<file path="src/agf_pkg.sv">
// Package for the ADC glitch filter: widths, defaults, register indexes,
// controller states and the command/status/config structs.
// No dependencies.
package agf_pkg;

    localparam int SAMPLE_W       = 12;
    localparam int CHAN_W         = 3;
    localparam int DEF_CHANNELS   = 6;
    localparam int DEF_RING_DEPTH = 8;
    localparam int APB_ADDR_W     = 3;
    localparam int APB_DATA_W     = 32;

    localparam logic [SAMPLE_W-1:0] HYST_RESET   = 12'd64;
    localparam logic                ENABLE_RESET = 1'b1;

    localparam logic REG_HYST   = 1'b0;
    localparam logic REG_ENABLE = 1'b1;

    typedef enum logic [3:0] {
        ST_IDLE,
        ST_CHECK,
        ST_SRCH_RD,
        ST_SRCH_CMP,
        ST_HIT,
        ST_MISS,
        ST_CP_RD,
        ST_CP_WR,
        ST_SUM_RD,
        ST_SUM_ACC,
        ST_MEAN,
        ST_DONE
    } agf_state_t;

    typedef struct packed {
        logic load;
        logic srch_rd;
        logic srch_next;
        logic hit_upd;
        logic miss_upd;
        logic cp_rd;
        logic cp_wr;
        logic sum_rd;
        logic sum_acc;
        logic mean_load;
        logic out_load;
    } agf_cmd_t;

    typedef struct packed {
        logic bypass;
        logic hit;
        logic last;
        logic overflow;
        logic out_free;
    } agf_status_t;

    typedef struct packed {
        logic [SAMPLE_W-1:0] hyst;
        logic                enable;
    } agf_cfg_t;

endpackage

</file>
<file path="src/agf_regs.sv">
// Configuration registers of the ADC glitch filter behind an APB-style port.
// Depends on agf_pkg.
module agf_regs
    import agf_pkg::*;
(
    input  logic                  clk,
    input  logic                  rst_n,
    input  logic                  psel,
    input  logic                  penable,
    input  logic                  pwrite,
    input  logic [APB_ADDR_W-1:0] paddr,
    input  logic [APB_DATA_W-1:0] pwdata,
    output logic [APB_DATA_W-1:0] prdata,
    output logic                  pready,
    output agf_cfg_t              cfg
);

    logic [SAMPLE_W-1:0] hyst_reg;
    logic                enable_reg;
    logic                wr_en;
    logic                reg_sel;

    assign pready  = 1'b1;
    assign reg_sel = paddr[2];
    assign wr_en   = psel & penable & pwrite & pready;

    always_ff @(posedge clk or negedge rst_n)
    begin
        if (!rst_n)
        begin
            hyst_reg   <= HYST_RESET;
            enable_reg <= ENABLE_RESET;
        end
        else if (wr_en)
        begin
            if (reg_sel == REG_HYST)
            begin
                hyst_reg <= pwdata[SAMPLE_W-1:0];
            end
            else
            begin
                enable_reg <= pwdata[0];
            end
        end
    end

    always_comb
    begin
        case (reg_sel)
            REG_HYST:   prdata = {{(APB_DATA_W-SAMPLE_W){1'b0}}, hyst_reg};
            REG_ENABLE: prdata = {{(APB_DATA_W-1){1'b0}}, enable_reg};
            default:    prdata = '0;
        endcase
    end

    assign cfg.hyst   = hyst_reg;
    assign cfg.enable = enable_reg;

endmodule

</file>
<file path="src/agf_ctrl.sv">
// Controller state machine of the ADC glitch filter: sequences search,
// update, copy, summing and the mean. Depends on agf_pkg.
module agf_ctrl
    import agf_pkg::*;
(
    input  logic        clk,
    input  logic        rst_n,
    input  logic        in_valid,
    output logic        in_ready,
    input  agf_status_t status,
    output agf_cmd_t    cmd
);

    agf_state_t state_reg;
    agf_state_t state_next;

    always_ff @(posedge clk or negedge rst_n)
    begin
        if (!rst_n)
        begin
            state_reg <= ST_IDLE;
        end
        else
        begin
            state_reg <= state_next;
        end
    end

    always_comb
    begin
        state_next = state_reg;
        case (state_reg)
            ST_IDLE:
            begin
                if (in_valid)
                begin
                    state_next = ST_CHECK;
                end
            end
            ST_CHECK:
            begin
                state_next = status.bypass ? ST_DONE : ST_SRCH_RD;
            end
            ST_SRCH_RD:
            begin
                state_next = ST_SRCH_CMP;
            end
            ST_SRCH_CMP:
            begin
                if (status.hit)
                begin
                    state_next = ST_HIT;
                end
                else if (status.last)
                begin
                    state_next = ST_MISS;
                end
                else
                begin
                    state_next = ST_SRCH_RD;
                end
            end
            ST_HIT:
            begin
                state_next = ST_DONE;
            end
            ST_MISS:
            begin
                state_next = status.overflow ? ST_CP_RD : ST_SUM_RD;
            end
            ST_CP_RD:
            begin
                state_next = ST_CP_WR;
            end
            ST_CP_WR:
            begin
                state_next = status.last ? ST_SUM_RD : ST_CP_RD;
            end
            ST_SUM_RD:
            begin
                state_next = ST_SUM_ACC;
            end
            ST_SUM_ACC:
            begin
                state_next = status.last ? ST_MEAN : ST_SUM_RD;
            end
            ST_MEAN:
            begin
                state_next = ST_DONE;
            end
            ST_DONE:
            begin
                if (status.out_free)
                begin
                    state_next = ST_IDLE;
                end
            end
            default:
            begin
                state_next = ST_IDLE;
            end
        endcase
    end

    always_comb
    begin
        cmd      = '0;
        in_ready = 1'b0;
        case (state_reg)
            ST_IDLE:
            begin
                in_ready = 1'b1;
                cmd.load = in_valid;
            end
            ST_SRCH_RD:  cmd.srch_rd   = 1'b1;
            ST_SRCH_CMP: cmd.srch_next = ~status.hit;
            ST_HIT:      cmd.hit_upd   = 1'b1;
            ST_MISS:     cmd.miss_upd  = 1'b1;
            ST_CP_RD:    cmd.cp_rd     = 1'b1;
            ST_CP_WR:    cmd.cp_wr     = 1'b1;
            ST_SUM_RD:   cmd.sum_rd    = 1'b1;
            ST_SUM_ACC:  cmd.sum_acc   = 1'b1;
            ST_MEAN:     cmd.mean_load = 1'b1;
            ST_DONE:     cmd.out_load  = status.out_free;
            default:     cmd           = '0;
        endcase
    end

endmodule

</file>
<file path="src/agf_dp.sv">
// Datapath of the ADC glitch filter: ring memories, per-channel position
// and count, sum accumulator, reciprocal multiply for the mean, output register.
// Depends on agf_pkg.
module agf_dp
    import agf_pkg::*;
#(
    parameter int CHANNELS   = DEF_CHANNELS,
    parameter int RING_DEPTH = DEF_RING_DEPTH
)
(
    input  logic                clk,
    input  logic                rst_n,
    input  agf_cfg_t            cfg,
    input  agf_cmd_t            cmd,
    output agf_status_t         status,
    input  logic [CHAN_W-1:0]   channel,
    input  logic [SAMPLE_W-1:0] sample,
    input  logic                out_ready,
    output logic                out_valid,
    output logic [SAMPLE_W-1:0] filtered_value
);

    localparam int IDX_W  = $clog2(RING_DEPTH);
    localparam int CH_W   = (CHANNELS > 1) ? $clog2(CHANNELS) : 1;
    localparam int AW     = CH_W + IDX_W;
    localparam int MEM_D  = 1 << AW;
    localparam int CNT_W  = $clog2(RING_DEPTH + 1);
    localparam int SUM_W  = SAMPLE_W + IDX_W;
    localparam int PROD_W = 2 * SUM_W + 1;
    localparam int DIV_SH = SUM_W + IDX_W;
    localparam longint RECIP = ((longint'(1) << DIV_SH) + longint'(RING_DEPTH) - 1)
                               / longint'(RING_DEPTH);

    localparam logic [IDX_W-1:0]  IDX_LAST  = IDX_W'(RING_DEPTH - 1);
    localparam logic [CNT_W:0]    CNT_LIMIT = (CNT_W + 1)'(RING_DEPTH);
    localparam logic [SUM_W:0]    RECIP_M   = (SUM_W + 1)'(RECIP);

    logic [CHAN_W-1:0]   ch_reg;
    logic [SAMPLE_W-1:0] smp_reg;
    logic [IDX_W-1:0]    p_reg;
    logic [IDX_W-1:0]    step_reg;
    logic [SUM_W-1:0]    sum_reg;
    logic [SAMPLE_W-1:0] mean_reg;
    logic                use_mean_reg;
    logic [SAMPLE_W-1:0] out_value_reg;
    logic                out_valid_reg;

    logic [IDX_W-1:0]    pos_reg [CHANNELS];
    logic [CNT_W-1:0]    cnt_reg [CHANNELS];

    logic [SAMPLE_W-1:0] acc_mem [MEM_D];
    logic [SAMPLE_W-1:0] sus_mem [MEM_D];
    logic [MEM_D-1:0]    acc_vld_reg;
    logic [MEM_D-1:0]    sus_vld_reg;
    logic [SAMPLE_W-1:0] acc_q_reg;
    logic [SAMPLE_W-1:0] sus_q_reg;
    logic                acc_vq_reg;
    logic                sus_vq_reg;

    logic [CH_W-1:0]     cidx;
    logic [CH_W-1:0]     in_cidx;
    logic [AW-1:0]       acc_raddr;
    logic [AW-1:0]       acc_waddr;
    logic [AW-1:0]       sus_raddr;
    logic [AW-1:0]       sus_waddr;
    logic                acc_we;
    logic                sus_we;
    logic [SAMPLE_W-1:0] acc_wdata;
    logic [SAMPLE_W-1:0] acc_rd;
    logic [SAMPLE_W-1:0] sus_rd;
    logic [SAMPLE_W-1:0] diff;
    logic [IDX_W-1:0]    p_back;
    logic [IDX_W-1:0]    step_adv;
    logic [CNT_W-1:0]    cnt_cur;
    logic [CNT_W:0]      cnt_inc;
    logic                overflow;
    logic                last;
    logic [PROD_W-1:0]   prod;

    assign cidx    = ch_reg[CH_W-1:0];
    assign in_cidx = channel[CH_W-1:0];

    assign acc_rd = acc_vq_reg ? acc_q_reg : '0;
    assign sus_rd = sus_vq_reg ? sus_q_reg : '0;
    assign diff   = (smp_reg >= acc_rd) ? (smp_reg - acc_rd) : (acc_rd - smp_reg);

    assign last     = (step_reg == IDX_LAST);
    assign step_adv = last ? '0 : step_reg + 1'b1;
    assign p_back   = (p_reg == '0) ? IDX_LAST : p_reg - 1'b1;
    assign cnt_cur  = cnt_reg[cidx];
    assign cnt_inc  = {1'b0, cnt_cur} + 1'b1;
    assign overflow = (cnt_inc > CNT_LIMIT);

    assign prod = PROD_W'(sum_reg) * PROD_W'(RECIP_M);

    assign acc_raddr = cmd.srch_rd ? {cidx, p_reg} : {cidx, step_reg};
    assign acc_we    = cmd.hit_upd | cmd.cp_wr;
    assign acc_waddr = cmd.hit_upd ? {cidx, p_back} : {cidx, step_reg};
    assign acc_wdata = cmd.hit_upd ? smp_reg : sus_rd;
    assign sus_raddr = {cidx, step_reg};
    assign sus_we    = cmd.miss_upd & ~overflow;
    assign sus_waddr = {cidx, cnt_cur[IDX_W-1:0]};

    always_ff @(posedge clk)
    begin
        if (acc_we)
        begin
            acc_mem[acc_waddr] <= acc_wdata;
        end
        acc_q_reg  <= acc_mem[acc_raddr];
        acc_vq_reg <= acc_vld_reg[acc_raddr];
    end

    always_ff @(posedge clk)
    begin
        if (sus_we)
        begin
            sus_mem[sus_waddr] <= smp_reg;
        end
        sus_q_reg  <= sus_mem[sus_raddr];
        sus_vq_reg <= sus_vld_reg[sus_raddr];
    end

    always_ff @(posedge clk or negedge rst_n)
    begin
        if (!rst_n)
        begin
            acc_vld_reg   <= '0;
            sus_vld_reg   <= '0;
            out_valid_reg <= 1'b0;
            for (int c = 0; c < CHANNELS; c++)
            begin
                pos_reg[c] <= '0;
                cnt_reg[c] <= '0;
            end
        end
        else
        begin
            if (acc_we)
            begin
                acc_vld_reg[acc_waddr] <= 1'b1;
            end
            if (sus_we)
            begin
                sus_vld_reg[sus_waddr] <= 1'b1;
            end
            if (cmd.hit_upd)
            begin
                pos_reg[cidx] <= p_back;
                cnt_reg[cidx] <= '0;
            end
            if (cmd.miss_upd)
            begin
                cnt_reg[cidx] <= overflow ? '0 : cnt_inc[CNT_W-1:0];
            end
            if (cmd.out_load)
            begin
                out_valid_reg <= 1'b1;
            end
            else if (out_ready)
            begin
                out_valid_reg <= 1'b0;
            end
        end
    end

    always_ff @(posedge clk)
    begin
        if (cmd.load)
        begin
            ch_reg       <= channel;
            smp_reg      <= sample;
            p_reg        <= pos_reg[in_cidx];
            step_reg     <= '0;
            use_mean_reg <= 1'b0;
        end
        if (cmd.srch_next)
        begin
            p_reg    <= (p_reg == IDX_LAST) ? '0 : p_reg + 1'b1;
            step_reg <= step_adv;
        end
        if (cmd.miss_upd)
        begin
            step_reg <= '0;
            sum_reg  <= '0;
        end
        if (cmd.cp_wr)
        begin
            step_reg <= step_adv;
        end
        if (cmd.sum_acc)
        begin
            sum_reg  <= sum_reg + SUM_W'(acc_rd);
            step_reg <= step_adv;
        end
        if (cmd.mean_load)
        begin
            mean_reg     <= prod[DIV_SH +: SAMPLE_W];
            use_mean_reg <= 1'b1;
        end
        if (cmd.out_load)
        begin
            out_value_reg <= use_mean_reg ? mean_reg : smp_reg;
        end
    end

    assign status.bypass   = ~cfg.enable | (32'(ch_reg) >= CHANNELS);
    assign status.hit      = (diff <= cfg.hyst);
    assign status.last     = last;
    assign status.overflow = overflow;
    assign status.out_free = ~out_valid_reg | out_ready;

    assign out_valid      = out_valid_reg;
    assign filtered_value = out_value_reg;

endmodule

</file>
<file path="src/adc_glitch_filter_unit.sv">
// Top level of the ADC glitch filter: APB registers, controller, datapath.
// Depends on agf_pkg, agf_regs, agf_ctrl and agf_dp.
//
// Usage: samples enter on the in channel (in_valid/in_ready, channel,
// sample); one filtered_value leaves on the out channel (out_valid/out_ready)
// per input transfer, in order. hysteresis and filter_enable sit at byte
// addresses 0 and 4 of the APB port; write them only while the block is idle.
// A sample bypasses the filter when it is off or its channel is out of range.
// Otherwise the ring is searched; a hit passes the sample through, a full
// miss outputs the ring mean, after copying the suspect ring in on overflow.
// Ring reads go through a registered read port per ring; the mean is the ring
// sum times a constant reciprocal of D = RING_DEPTH.
// One item is in work at a time; in_ready returns the cycle after the result
// is loaded into the output register, so the next item is taken while that
// result waits on a stalled receiver, and its own result waits for the slot.
// Reset clears all rings (per-entry valid bits), positions, counts and the
// output valid flag, and loads the register defaults.
module adc_glitch_filter_unit
    import agf_pkg::*;
#(
    parameter int CHANNELS   = DEF_CHANNELS,
    parameter int RING_DEPTH = DEF_RING_DEPTH
)
(
    input  logic                  clk,
    input  logic                  rst_n,
    input  logic                  psel,
    input  logic                  penable,
    input  logic                  pwrite,
    input  logic [APB_ADDR_W-1:0] paddr,
    input  logic [APB_DATA_W-1:0] pwdata,
    output logic [APB_DATA_W-1:0] prdata,
    output logic                  pready,
    input  logic                  in_valid,
    output logic                  in_ready,
    input  logic [CHAN_W-1:0]     channel,
    input  logic [SAMPLE_W-1:0]   sample,
    output logic                  out_valid,
    input  logic                  out_ready,
    output logic [SAMPLE_W-1:0]   filtered_value
);

    agf_cfg_t    cfg;
    agf_cmd_t    cmd;
    agf_status_t status;

    agf_regs u_regs (
        .clk     (clk),
        .rst_n   (rst_n),
        .psel    (psel),
        .penable (penable),
        .pwrite  (pwrite),
        .paddr   (paddr),
        .pwdata  (pwdata),
        .prdata  (prdata),
        .pready  (pready),
        .cfg     (cfg)
    );

    agf_ctrl u_ctrl (
        .clk      (clk),
        .rst_n    (rst_n),
        .in_valid (in_valid),
        .in_ready (in_ready),
        .status   (status),
        .cmd      (cmd)
    );

    agf_dp #(
        .CHANNELS   (CHANNELS),
        .RING_DEPTH (RING_DEPTH)
    ) u_dp (
        .clk            (clk),
        .rst_n          (rst_n),
        .cfg            (cfg),
        .cmd            (cmd),
        .status         (status),
        .channel        (channel),
        .sample         (sample),
        .out_ready      (out_ready),
        .out_valid      (out_valid),
        .filtered_value (filtered_value)
    );

endmodule

</file>
<file path="config.mk">
export PLATFORM = sky130hd
export DESIGN_NAME = adc_glitch_filter_unit
export DESIGN_NICKNAME = d
export VERILOG_FILES = /design/src/agf_pkg.sv /design/src/agf_regs.sv /design/src/agf_ctrl.sv /design/src/agf_dp.sv /design/src/adc_glitch_filter_unit.sv
export SDC_FILE = /design/constraint.sdc
export NUM_CORES = 2
export LEC_CHECK = 0
export BUFFER_PORTS_ARGS = -buffer_cell sky130_fd_sc_hd__buf_4
export CORE_MARGIN = 2
export CORE_UTILIZATION = 50
export CTS_BUF_LIST = sky130_fd_sc_hd__clkbuf_8
export DETAILED_ROUTE_END_ITERATION = 7
export GPL_ROUTABILITY_DRIVEN = 0
export PLACE_DENSITY = 0.77
export SYNTH_ARGS = -nofsm -noshare
export SYNTH_HDL_FRONTEND = slang
export SYNTH_HIERARCHICAL = 1
export SYNTH_SLANG_ARGS = --single-unit
</file>
<file path="constraint.sdc">
create_clock -name clk -period 8 [get_ports clk]
set_clock_uncertainty 0.1 [all_clocks]
set_input_delay 0.8 -clock clk [delete_from_list [all_inputs] [get_ports clk]]
set_output_delay 0.8 -clock clk [all_outputs]
set_load 0.02 [all_outputs]
</file>
==> results.yml <==
outcome:
  status: "complete, but fails checks"
  violations: "max-capacitance violations, max-slew violations"
floorplanning:
  die_w_microns: 399
  core_sq_um: 154000
  dieArea_sq_um: 159000
  initial_utilization_pct: 50.4
  num_rows: 144
  ios: 104
  die_h_microns: 399
final_layout:
  final_cell_area_sq_um: 86900
  syn_to_final_growth_pct: 11.7
  fillerInstances: 11400
  fin_nets: 5767
  reg_top3: "u_dp/acc_mem: 768 flops, u_dp/sus_mem: 768 flops"
  drive_above_1_share_pct: 18.7
yosys:
  synth-warning-count: 6
  avgSynthCellArea_sq_um: 14.7
  syn_inst: 5298
  netlist_area_sq_um: 77900
grt:
  antenna_found_initial: 6
  grt_remaining_overflow: 0
  grt_pass1_wl_microns: 322000
  grtUsageTotal_pct: 27.3
  grt_max_degree: 123
  grt_pass1_vias: 50400
min_path:
  min_path_type: "input pin to flop"
  holdPathStages: 3
clock_network:
  cts_tree: "yes"
  cts_buffer_depth: 4
  ctsResizeCount: 0
  cts_max_level: 5
  root_buffer: "clkbuf_8"
  cts_made_buffers: 285
  worstSkewPairLatency_ns: 1.00
  cts.sinks: 1811
  clk_pin_slew_ns: 0.06
drt:
  vias_per_cell: 6.51
  drt-initial-drc-count: 7650
  firstDrtPassIters: 6
  num_vias: 51400
  wire_per_inst_microns: 27.7
  drt_wl_total_microns: 219000
  drc_errors: 0
  postRouteAntennaNets: 0
sta:
  finalHoldViolations: 0
  setup_violations: 0
  relSlewSlack_pct: -13.1
  rsz0062_at_grt: "false"
  tns_ns: 0
  layout_min_cycle_time_ns: 5.89
  finalCritPeriodShare_pct: 73.6
  fin_ws_ns: 2.11
  tightest_slew_ns: 1.67
  maxSlewViolCount: 2
  clock.fmax_mhz: 170
critical_path:
  reg2reg_depth: 22
  critPathArrivalTime_ns: 6.49
  critPathKind: "flop to flop"
  end_kind: "flop"
  required_ns: 8.60
  critPathLaunchType: "flop"
  cp_max_fo: 20
power:
  pwr-share-seq_pct: 37.6
  clock_power_share_pct: 24.2
  combPwrFrac_pct: 38.2
  switchingPower_mw: 11.4
  switching_share_pct: 38.1
  ir_drop_mv: 0.336
  powerDensity_nw_per_um2: 343
  p_leak_nw: 30.8
  p_int_mw: 18.5
placement:
  place_area_sq_um: 81500
  numPortBuffers: 60
  dp_worst_setup_slack_ns: 2.29
  post-dp-hpwl_microns: 128000
flow_run:
  cap_violations: 1
## area by class of cell
cell class	count	area, sq um	share of cell area, %
Antenna cell	6	15.0	0.0173
Inverter	57	226	0.260
Timing Repair Buffer	300	2490	2.87
Sequential cell	1811	53200	61.2
Multi-Input combinational cell	3199	23300	26.8
Clock inverter	176	857	0.986
Clock buffer	312	4290	4.94
Tap cell	2044	2560	2.94
## critical path, stage by stage, from the launching register on
cell and delay [ns]:
edfxtp_1 0.97, inv_1 0.18, ha_1 0.47, nand2_1 0.12
o21ai_1 0.21, o21ai_0 0.17, o21ai_1 0.16, buf_4 0.24
nand4b_1 0.11, o21ai_0 0.12, xnor2_1 0.17, ha_1 0.28
a21o_1 0.19, a21o_1 0.17, a21o_1 0.17, a21oi_1 0.14
nor2b_1 0.06, o21ai_0 0.18, a211o_1 0.28, inv_1 0.08
and2_1 0.22, or2_2 0.36, or3_1 0.43
## layer usage
metal / global-route usage, % / part of all wire, % / vias up
li1: - / - / 21300
met1: 36.1 / 35 / 25300
met2: 41.6 / 45 / 4116
met3: 8.52 / 15 / 674
met4: 12.3 / 4.8 / 10
met5: 0 / 0.034 / -
## layout by cell type (no fill, tap or decap), drive strengths merged, types with 20 or more instances in the layout
cell and count:
a211oi 40, a21o 20, a21oi 182, a22o 30, a311oi 25, and2 21
buf 272, clkbuf 312, clkinv 71, conb 189, dfrtp 186, dfxtp 27
dlygate4sd3 28, edfxtp 1596, ha 55, inv 155, mux2 36, mux2i 78
mux4 239, nand2 304, nand2b 26, nand3 52, nor2 413, nor2b 26
nor3 111, o211ai 284, o21a 55, o21ai 397, o21bai 36, o221ai 42
o22ai 46, o31ai 50, or2 123
## what timing repair did
action / in CTS / in global routing
hold endpoints to repair: 108 / 0
setup buffers: 0 / 0
hold buffers: 28 / 0
## worst paths after layout
path,endpoint,startpoint,slack (ns)
worst min register to register,u_dp/sus_vld_reg[55],u_dp/sus_vld_reg[55],0.28
min in group asynchronous,u_dp/sus_vld_reg[44],rst_n,0.33
worst max-delay path,u_dp/step_reg[0],u_dp/smp_reg[4],2.11
worst min-delay path,u_regs/enable_reg,penable,0.14
worst max register to register,u_dp/step_reg[0],u_dp/smp_reg[4],2.11
max in group asynchronous,u_dp/acc_vld_reg[48],rst_n,5.86
## stage by stage
| step | instances | total power [mW] | util, % | hold slack [ns] |
|---|---|---|---|---|
| 6_report | 7905 | 29.8 | 56.3 | 0.137 |
| 5_1_grt | 7900 | 30.8 | 56.3 | 0.122 |
| 4_1_cts | 7899 | 29.5 | 56.3 | 0.0711 |
| 3_5_place_dp | 7383 | 22.3 | 52.8 | 0.263 |
| 3_3_place_gp | 7383 | 22.0 | 52.8 | 0.260 |
| 2_1_floorplan | 5484 | 18.7 | - | 0.324 |
## power groups by stage
| stage | logic [mW] | clock network, mW | registers [mW] |
|---|---|---|---|
| 5_1_grt | 11.9 | 7.69 | 11.2 |
| 4_1_cts | 11.0 | 7.29 | 11.2 |
| 3_5_place_dp | 10.9 | 0 | 11.4 |
| 3_3_place_gp | 10.7 | 0 | 11.4 |
| 6_report | 11.4 | 7.22 | 11.2 |
| 2_1_floorplan | 7.42 | 0 | 11.3 |
No activity file was read; power rests on OpenSTA's default activity.
